`config.mk`:
```
export PLATFORM = sky130hd
export DESIGN_NAME = archive_entry_stream_decrypt
export DESIGN_NICKNAME = d
export VERILOG_FILES = /design/src/aesd_pkg.sv /design/src/aesd_mul.sv /design/src/aesd_jump.sv /design/src/archive_entry_stream_decrypt.sv
export SDC_FILE = /design/constraint.sdc
export NUM_CORES = 2
export LEC_CHECK = 0
export ABC_AREA = 1
export BUFFER_PORTS_ARGS = -buffer_cell sky130_fd_sc_hd__buf_4
export CORE_UTILIZATION = 25
export CTS_CLUSTER_DIAMETER = 120
export DETAILED_ROUTE_END_ITERATION = 7
export GPL_TIMING_DRIVEN = 0
export PLACE_DENSITY = 0.38
export SYNTH_ARGS = -nofsm -noshare
export SYNTH_HDL_FRONTEND = slang
export SYNTH_SLANG_ARGS = --single-unit
```
`constraint.sdc`:
```
create_clock -name clk_i -period 12.86 [get_ports clk_i]
set_clock_uncertainty 0.2 [all_clocks]
set_input_delay 1.286 -clock clk_i [delete_from_list [all_inputs] [get_ports clk_i]]
set_output_delay 1.286 -clock clk_i [all_outputs]
set_load 0.01 [all_outputs]
```
`src/aesd_pkg.sv`:
```
// shared types and constants of the archive entry stream decryptor
`default_nettype none

package aesd_pkg;

  // key schedule: key advances as key * 7 + 3 every four bytes
  localparam logic [31:0] KEY_MUL = 32'd7;
  localparam logic [31:0] KEY_ADD = 32'd3;

  // jump-ahead walks the bits of position / 4
  localparam int unsigned STEP_W = 30;

  // operation codes carried in tuser
  localparam logic [1:0] FUNC_READ  = 2'd0;
  localparam logic [1:0] FUNC_SEEK  = 2'd1;
  localparam logic [1:0] FUNC_START = 2'd2;

  // seek origin codes
  localparam logic [1:0] ORG_START = 2'd0;
  localparam logic [1:0] ORG_CUR   = 2'd1;

  // configuration register indexes
  localparam logic CFG_BASE_KEY  = 1'b0;
  localparam logic CFG_ENTRY_LEN = 1'b1;

  // request from the control path to the jump-ahead sequencer
  typedef struct packed {
    logic              start;
    logic [STEP_W-1:0] steps;
  } jump_req_t;

  // answer of the jump-ahead sequencer
  typedef struct packed {
    logic        done;
    logic [31:0] key;
  } jump_rsp_t;

endpackage

`default_nettype wire

```
`src/aesd_mul.sv`:
```
// shared 32-bit multiply-add unit, low half of the product
`default_nettype none

module aesd_mul (
  input  logic [31:0] mul_a_i,
  input  logic [31:0] mul_b_i,
  input  logic [31:0] add_i,
  output logic [31:0] res_o
);

  logic [63:0] prod;

  // product wraps modulo 2^32 like the key arithmetic
  assign prod  = mul_a_i * mul_b_i;
  assign res_o = prod[31:0] + add_i;

endmodule

`default_nettype wire

```
`src/aesd_jump.sv`:
```
// affine jump-ahead of the running key over position / 4 steps
`default_nettype none

module aesd_jump
  import aesd_pkg::*;
(
  input  logic        clk_i,
  input  logic        rst_ni,
  input  jump_req_t   req_i,
  input  logic [31:0] key_i,
  output jump_rsp_t   rsp_o
);

  typedef enum logic [1:0] {
    J_IDLE,
    J_KEY,
    J_B,
    J_A
  } jump_state_e;

  jump_state_e       state_q;
  logic              done_q;
  logic [31:0]       k_q;
  logic [31:0]       a_q;
  logic [31:0]       b_q;
  logic [STEP_W-1:0] steps_q;

  logic [31:0] op_x;
  logic [31:0] op_y;
  logic [31:0] op_z;
  logic [31:0] mul_res;

  // operand selection for the shared multiplier
  always_comb begin
    op_x = '0;
    op_y = '0;
    op_z = '0;
    case (state_q)
      J_KEY: begin
        if (steps_q[0]) begin
          op_x = k_q;
          op_y = a_q;
          op_z = b_q;
        end else begin
          op_x = b_q;
          op_y = a_q + 32'd1;
        end
      end
      J_B: begin
        op_x = b_q;
        op_y = a_q + 32'd1;
      end
      J_A: begin
        op_x = a_q;
        op_y = a_q;
      end
      default: begin
        op_x = '0;
      end
    endcase
  end

  aesd_mul u_mul (
    .mul_a_i (op_x),
    .mul_b_i (op_y),
    .add_i   (op_z),
    .res_o   (mul_res)
  );

  // sequencer: per bit apply k when the bit is set, then square the step pair (b first, a last)
  always_ff @(posedge clk_i or negedge rst_ni) begin
    if (!rst_ni) begin
      state_q <= J_IDLE;
      done_q  <= 1'b0;
    end else begin
      done_q <= 1'b0;
      case (state_q)
        J_IDLE: begin
          if (req_i.start) begin
            k_q     <= key_i;
            a_q     <= KEY_MUL;
            b_q     <= KEY_ADD;
            steps_q <= req_i.steps;
            if (req_i.steps == '0) begin
              done_q <= 1'b1;
            end else begin
              state_q <= J_KEY;
            end
          end
        end
        J_KEY: begin
          if (steps_q[0]) begin
            k_q <= mul_res;
            if (steps_q[STEP_W-1:1] == '0) begin
              done_q  <= 1'b1;
              state_q <= J_IDLE;
            end else begin
              state_q <= J_B;
            end
          end else begin
            b_q     <= mul_res;
            state_q <= J_A;
          end
        end
        J_B: begin
          b_q     <= mul_res;
          state_q <= J_A;
        end
        J_A: begin
          a_q     <= mul_res;
          steps_q <= steps_q >> 1;
          state_q <= J_KEY;
        end
        default: begin
          state_q <= J_IDLE;
        end
      endcase
    end
  end

  assign rsp_o.done = done_q;
  assign rsp_o.key  = k_q;

endmodule

`default_nettype wire

```
`src/archive_entry_stream_decrypt.sv`:
```
// top level of the archive entry stream decryptor
//
//  channel   dir  handshake                     contents
//  s_axis    in   s_axis_tvalid/s_axis_tready   func in tuser; byte, offset, origin in tdata
//  m_axis    out  m_axis_tvalid/m_axis_tready   plain byte, position in tdata; past_end in tuser
//  cfg       in   cfg_we_i                      base key (0), entry length (1)
//
// read, start, no-op and a seek that keeps the position: result in the cycle after accept
// a seek that moves the position: result once the jump-ahead is done; it walks the bits
// of position / 4, the shared 32-bit multiplier doing key, step and square updates
// reset clears position, keys, entry length, state and output valid at once; there is no clearing pass
// a new word is taken while a result waits, if the next result slot frees in that cycle
// input is held off while a jump-ahead runs or a result waits without being taken
`default_nettype none

module archive_entry_stream_decrypt
  import aesd_pkg::*;
(
  input  logic        clk_i,
  input  logic        rst_ni,
  input  logic        s_axis_tvalid,
  output logic        s_axis_tready,
  input  logic [47:0] s_axis_tdata,   // cipher_byte, seek_offset, seek_origin, zero pad
  input  logic [1:0]  s_axis_tuser,   // func
  output logic        m_axis_tvalid,
  input  logic        m_axis_tready,
  output logic [39:0] m_axis_tdata,   // plain_byte, position
  output logic [0:0]  m_axis_tuser,   // past_end
  input  logic        cfg_we_i,
  input  logic        cfg_idx_i,
  input  logic [31:0] cfg_wdata_i
);

  typedef enum logic {
    S_IDLE,
    S_SEEK
  } top_state_e;

  top_state_e  state_q;
  logic [31:0] key_q;
  logic [31:0] len_q;
  logic [31:0] rkey_q;
  logic [31:0] pos_q;
  logic [31:0] pend_q;
  logic        out_valid_q;
  logic [39:0] out_data_q;
  logic        out_user_q;

  jump_req_t jreq;
  jump_rsp_t jrsp;

  logic               accept;
  logic [1:0]         func;
  logic [7:0]         cbyte;
  logic signed [33:0] off;
  logic [1:0]         origin;
  logic [7:0]         key_byte;
  logic [31:0]        pos_inc;
  logic [31:0]        key_adv;
  logic               at_end;
  logic [35:0]        base_w;
  logic [35:0]        sum_w;
  logic [31:0]        seek_pos;

  // input word fields
  assign func   = s_axis_tuser;
  assign cbyte  = s_axis_tdata[7:0];
  assign off    = s_axis_tdata[41:8];
  assign origin = s_axis_tdata[43:42];

  assign s_axis_tready = (state_q == S_IDLE) && (!out_valid_q || m_axis_tready);
  assign accept        = s_axis_tvalid && s_axis_tready;

  // read path: key byte by position modulo 4, key advance by shift and subtract
  assign key_byte = rkey_q[{pos_q[1:0], 3'b000} +: 8];
  assign pos_inc  = pos_q + 32'd1;
  assign key_adv  = {rkey_q[28:0], 3'b000} - rkey_q + KEY_ADD;
  assign at_end   = pos_q >= len_q;

  // seek target, clamped to 0 .. entry length
  always_comb begin
    case (origin)
      ORG_START: base_w = '0;
      ORG_CUR:   base_w = {4'b0000, pos_q};
      default:   base_w = {4'b0000, len_q};
    endcase
    sum_w = base_w + {{2{off[33]}}, off};
    if (sum_w[35]) begin
      seek_pos = '0;
    end else if (sum_w[34:0] > {3'b000, len_q}) begin
      seek_pos = len_q;
    end else begin
      seek_pos = sum_w[31:0];
    end
  end

  // jump-ahead request
  assign jreq.start = accept && (func == FUNC_SEEK) && (seek_pos != pos_q);
  assign jreq.steps = seek_pos[31:2];

  aesd_jump u_jump (
    .clk_i  (clk_i),
    .rst_ni (rst_ni),
    .req_i  (jreq),
    .key_i  (key_q),
    .rsp_o  (jrsp)
  );

  // configuration registers
  always_ff @(posedge clk_i or negedge rst_ni) begin
    if (!rst_ni) begin
      key_q <= '0;
      len_q <= '0;
    end else if (cfg_we_i) begin
      case (cfg_idx_i)
        CFG_BASE_KEY:  key_q <= cfg_wdata_i;
        CFG_ENTRY_LEN: len_q <= cfg_wdata_i;
        default:       key_q <= key_q;
      endcase
    end
  end

  // control, stream state and output register
  always_ff @(posedge clk_i or negedge rst_ni) begin
    if (!rst_ni) begin
      state_q     <= S_IDLE;
      out_valid_q <= 1'b0;
      rkey_q      <= '0;
      pos_q       <= '0;
    end else begin
      if (m_axis_tready) begin
        out_valid_q <= 1'b0;
      end
      case (state_q)
        S_IDLE: begin
          if (accept) begin
            out_valid_q <= 1'b1;
            out_user_q  <= 1'b0;
            out_data_q  <= {pos_q, 8'h00};
            case (func)
              FUNC_READ: begin
                if (at_end) begin
                  out_user_q <= 1'b1;
                end else begin
                  out_data_q <= {pos_inc, cbyte ^ key_byte};
                  pos_q      <= pos_inc;
                  if (pos_inc[1:0] == 2'b00) begin
                    rkey_q <= key_adv;
                  end
                end
              end
              FUNC_SEEK: begin
                if (seek_pos != pos_q) begin
                  out_valid_q <= 1'b0;
                  pend_q      <= seek_pos;
                  state_q     <= S_SEEK;
                end
              end
              FUNC_START: begin
                rkey_q     <= key_q;
                pos_q      <= '0;
                out_data_q <= '0;
              end
              default: begin
                out_user_q <= 1'b0;
              end
            endcase
          end
        end
        S_SEEK: begin
          if (jrsp.done) begin
            rkey_q      <= jrsp.key;
            pos_q       <= pend_q;
            out_data_q  <= {pend_q, 8'h00};
            out_user_q  <= 1'b0;
            out_valid_q <= 1'b1;
            state_q     <= S_IDLE;
          end
        end
        default: begin
          state_q <= S_IDLE;
        end
      endcase
    end
  end

  assign m_axis_tvalid   = out_valid_q;
  assign m_axis_tdata    = out_data_q;
  assign m_axis_tuser[0] = out_user_q;

  // jump-ahead only finishes while a seek is pending
  a_done_in_seek: assert property (@(posedge clk_i) disable iff (!rst_ni)
    jrsp.done |-> (state_q == S_SEEK))
    else $error("jump-ahead finished outside a seek");

  // a new result appears only after an accept or a finished jump
  a_result_source: assert property (@(posedge clk_i) disable iff (!rst_ni)
    (out_valid_q && !$past(out_valid_q)) |-> ($past(accept) || $past(jrsp.done)))
    else $error("result word without a cause");

  // a seek that moves starts the jump and leaves the output slot empty
  a_seek_start: assert property (@(posedge clk_i) disable iff (!rst_ni)
    jreq.start |=> (state_q == S_SEEK) && !out_valid_q)
    else $error("seek did not enter the jump-ahead wait");

endmodule

`default_nettype wire
```
==> results.md <==
* Status: completed
* Mean Syn Cell Area at ~7.9 sq um
* Rel. slew slack at 13.9%
* Final HPWL DP at roughly 140,000 microns
* Cells after Synth at roughly 5,000
* Max-slew violation count at 0
* DIE AREA at about 160,000 sq um
* CP Data Required Time at 12,970 ps
* Filler Cell Count at about 17,000
* First-pass GRT wire length at between 200,000 and 300,000 microns
* Cells after DPL at between 7,000 and 8,000
* Post-CTS setup buffer count at 0
* Ant. Diodes at 0
* Final Non-Filler Cells at slightly above 7,000
* Yosys top cell area share at between 20% and 30%
* Wirelength, routed at 171,000 microns
* CTS tree: yes
* Initial antenna violation count at 1
* Crit. End Element: register
* Most used cell, CP: inv_1
* Row cnt at approximately 150
* Post-cts sizing count at 0
* Pin count of the biggest net entering global routing at 102
* Area grow syn2layout at 13.3%
* Main synth FF type: edfxtp_1
* Adder-Cell Fraction of Synth Area at a little under a third
* Core ar. at about 160,000 sq um
* Final hold viol count at 0
* Hold buffer count at cts at 0
* Fin crit period at between 10,000 and 15,000 ps
* Initial core utilization at between 20 and 30%
* Post-synth top area cell: fa_1
* Post-synth EDFFs at approximately 200
* Layout cells sized above 1 at 7.18%
* # IOs at roughly 130
* Final Net Count at 5,940
* Yosys reg bits at between 300 and 400
* Clock Path Buffers at 3
* Simple-gate share of the synthesized area at between 20% and 30%
* Cell family with most CP delay: adder cells
* Worst Path Buf+Inv at 13
* Critical path peak fanout at 10
* Synth warnings at 0
* CP arrival at between 10,000 and 15,000 ps
* CP max-delay cell: clkdlybuf4s15_1
* Count leader, synth: nand2_1
* Chip Width at 399 microns
* Xor/xnor share of the synthesized area at under 10%
* Largest stage delay, worst path at between 700 and 800 ps
* Final antenna-violating net count at 0
* Die H at approximately 400 microns
* Count of unique library cells instantiated by Yosys at 67
* DR pass1 iterations at 6
* Total gr overflow at 0
* Maximum Capacitance Violations at 0
* Clock buffer count from CTS at 43
* Async S/R FF share, synth at 40.1%
* Clock root cell: clkbuf_16
* Worst-path clk slew at about 60 ps
* Total GRT Usage at a little over a fifth
* Hold Crit Class: reg2reg
* Post-synthesis sequential area ratio at between 20% and 30%
* Mapped cell area at roughly 40,000 sq um
* Synth Area in Compound Gates at a little over a tenth
* RD Place Congestion at ~0.9
* Initial drt markers at about 2,800
* Vias at around 35,000
* Slew @ Worst Pin at about 1300 ps
* Critical Path Source Type: register
* Drt wl/cell at approximately 24 microns
* Drt drc at 0
* CTS sink count at roughly 330
* Largest family of logic cells by synthesized area: adder cells
* RSZ-0062 raised after global routing: false
* H-tree levels at 2
* Vias in the first global route at 35,727
* Worst skew pair latency at 610 ps
* Post-synth net total at between 5,000 and 6,000
* Period utilization at between 90% and 100%
* Port Buf Inserts at between 100 and 150
* Vias per cell at around 4.8
* Mux cell area share after synthesis at 0%
* Top post-synthesis cells by area: fa_1, edfxtp_1, nand2_1
* Flop2flop setup slack at 570 ps
* Top cells by count, synth: nand2_1, inv_1, nor2_1
* CP Class: reg2reg
* Fmax at ~81 MHz
* Setup violations, final at 0
-- worst paths after layout --
kind	endpoint	depth (start not counted)	from
max in group asynchronous	rkey_q[0]$_DFFE_PN0P_	2	rst_ni
max reg2reg	u_jump.k_q[29]$_DFFE_PP_	37	u_jump.state_q[1]$_DFFE_PN0P_
max	u_jump.k_q[29]$_DFFE_PP_	37	u_jump.state_q[1]$_DFFE_PN0P_
min in group asynchronous	pos_q[7]$_DFFE_PN0P_	1	rst_ni
min reg2reg	len_q[9]$_DFFE_PN0P_	2	len_q[9]$_DFFE_PN0P_
min	len_q[9]$_DFFE_PN0P_	2	len_q[9]$_DFFE_PN0P_
-- routing by layer --
metal,track usage [%],vias up,wire length [microns]
met1,29.6,17620,77200
met4,4.75,0,3920
met2,36.7,947,82200
met3,1.78,162,7350
met5,0,-,0
li1,-,16130,-
-- metrics by stage --
step                      setup WS [ps]  area [sq um]  setup TNS [ps]  util, %  hold slack [ps]
final                               570         44600               0     28.5              292
after global routing               59.6         44600               0     28.5              316
after CTS                           322         44600               0     28.5              295
after detailed placement            363         43100               0     27.6              279
after global placement             -217         42900          -13060     27.4              272
after floorplan                    3950         39400               0        -              247
-- cell usage in the layout, fill, tap and decap left out, types with 22 or more instances in the layout --
| cell | Yosys | layout |
|---|---|---|
| ha_1 | 254 | 254 |
| edfxtp_1 | 199 | 199 |
| o22ai_1 | 54 | 54 |
| o211ai_1 | 37 | 37 |
| nand3_1 | 97 | 97 |
| buf_1 | 22 | 22 |
| nor2_1 | 451 | 445 |
| nor3_1 | 34 | 34 |
| o221ai_1 | 37 | 37 |
| o21ai_0 | 342 | 342 |
| buf_4 | 4 | 129 |
| xnor2_1 | 36 | 36 |
| a21oi_1 | 170 | 170 |
| clkbuf_1 | 137 | 143 |
| inv_1 | 895 | 894 |
| nand2_1 | 1173 | 1173 |
| nand3_2 | 26 | 26 |
| nand4_1 | 61 | 61 |
| dfrtp_1 | 133 | 133 |
| nand2_2 | 23 | 23 |
| fa_1 | 440 | 440 |
| clkbuf_16 | 0 | 45 |
| xor2_1 | 106 | 106 |
-- cell type report --
cell class / instances / area (sq um) / area share (%)
Clock inverter: 24 / 313 / 0.701
Clock buffer: 55 / 1180 / 2.65
Buffer: 189 / 808 / 1.81
Multi-Input combinational cell: 3536 / 25900 / 58.0
Tap cell: 2058 / 2570 / 5.77
Sequential cell: 332 / 9300 / 20.8
Inverter: 922 / 3470 / 7.77
Timing Repair Buffer: 134 / 1110 / 2.49
-- registers in the layout, summed over array words and instances (netlist names) --
name,flops
key_q,32
m_axis_tdata,40
state_q,1
m_axis_tuser,1
u_jump.k_q,32
rkey_q,32
m_axis_tvalid,1
u_jump.a_q,32
u_jump.steps_q,30
u_jump.b_q,32
u_jump.state_q,2
u_jump.done_q,1
pos_q,32
len_q,32
pend_q,32
-- cell families (layout without fill, tap and decap cells) --
logic type,after synthesis,count (layout)
buf+inv,1111,1324
xor+xnor,142,142
compound gates,745,745
flops,332,332
fa+ha+maj,694,694
simple gates,1955,1955
-- worst min-delay path, stage by stage, from the launching register on --
cell	delay [ps]
dfrtp_1	350
nand2_1	50
o21ai_0	60
Power is left out: the tool's default activity adds up to more than one toggle a clock period on the data nets, which glitch-free logic cannot reach.
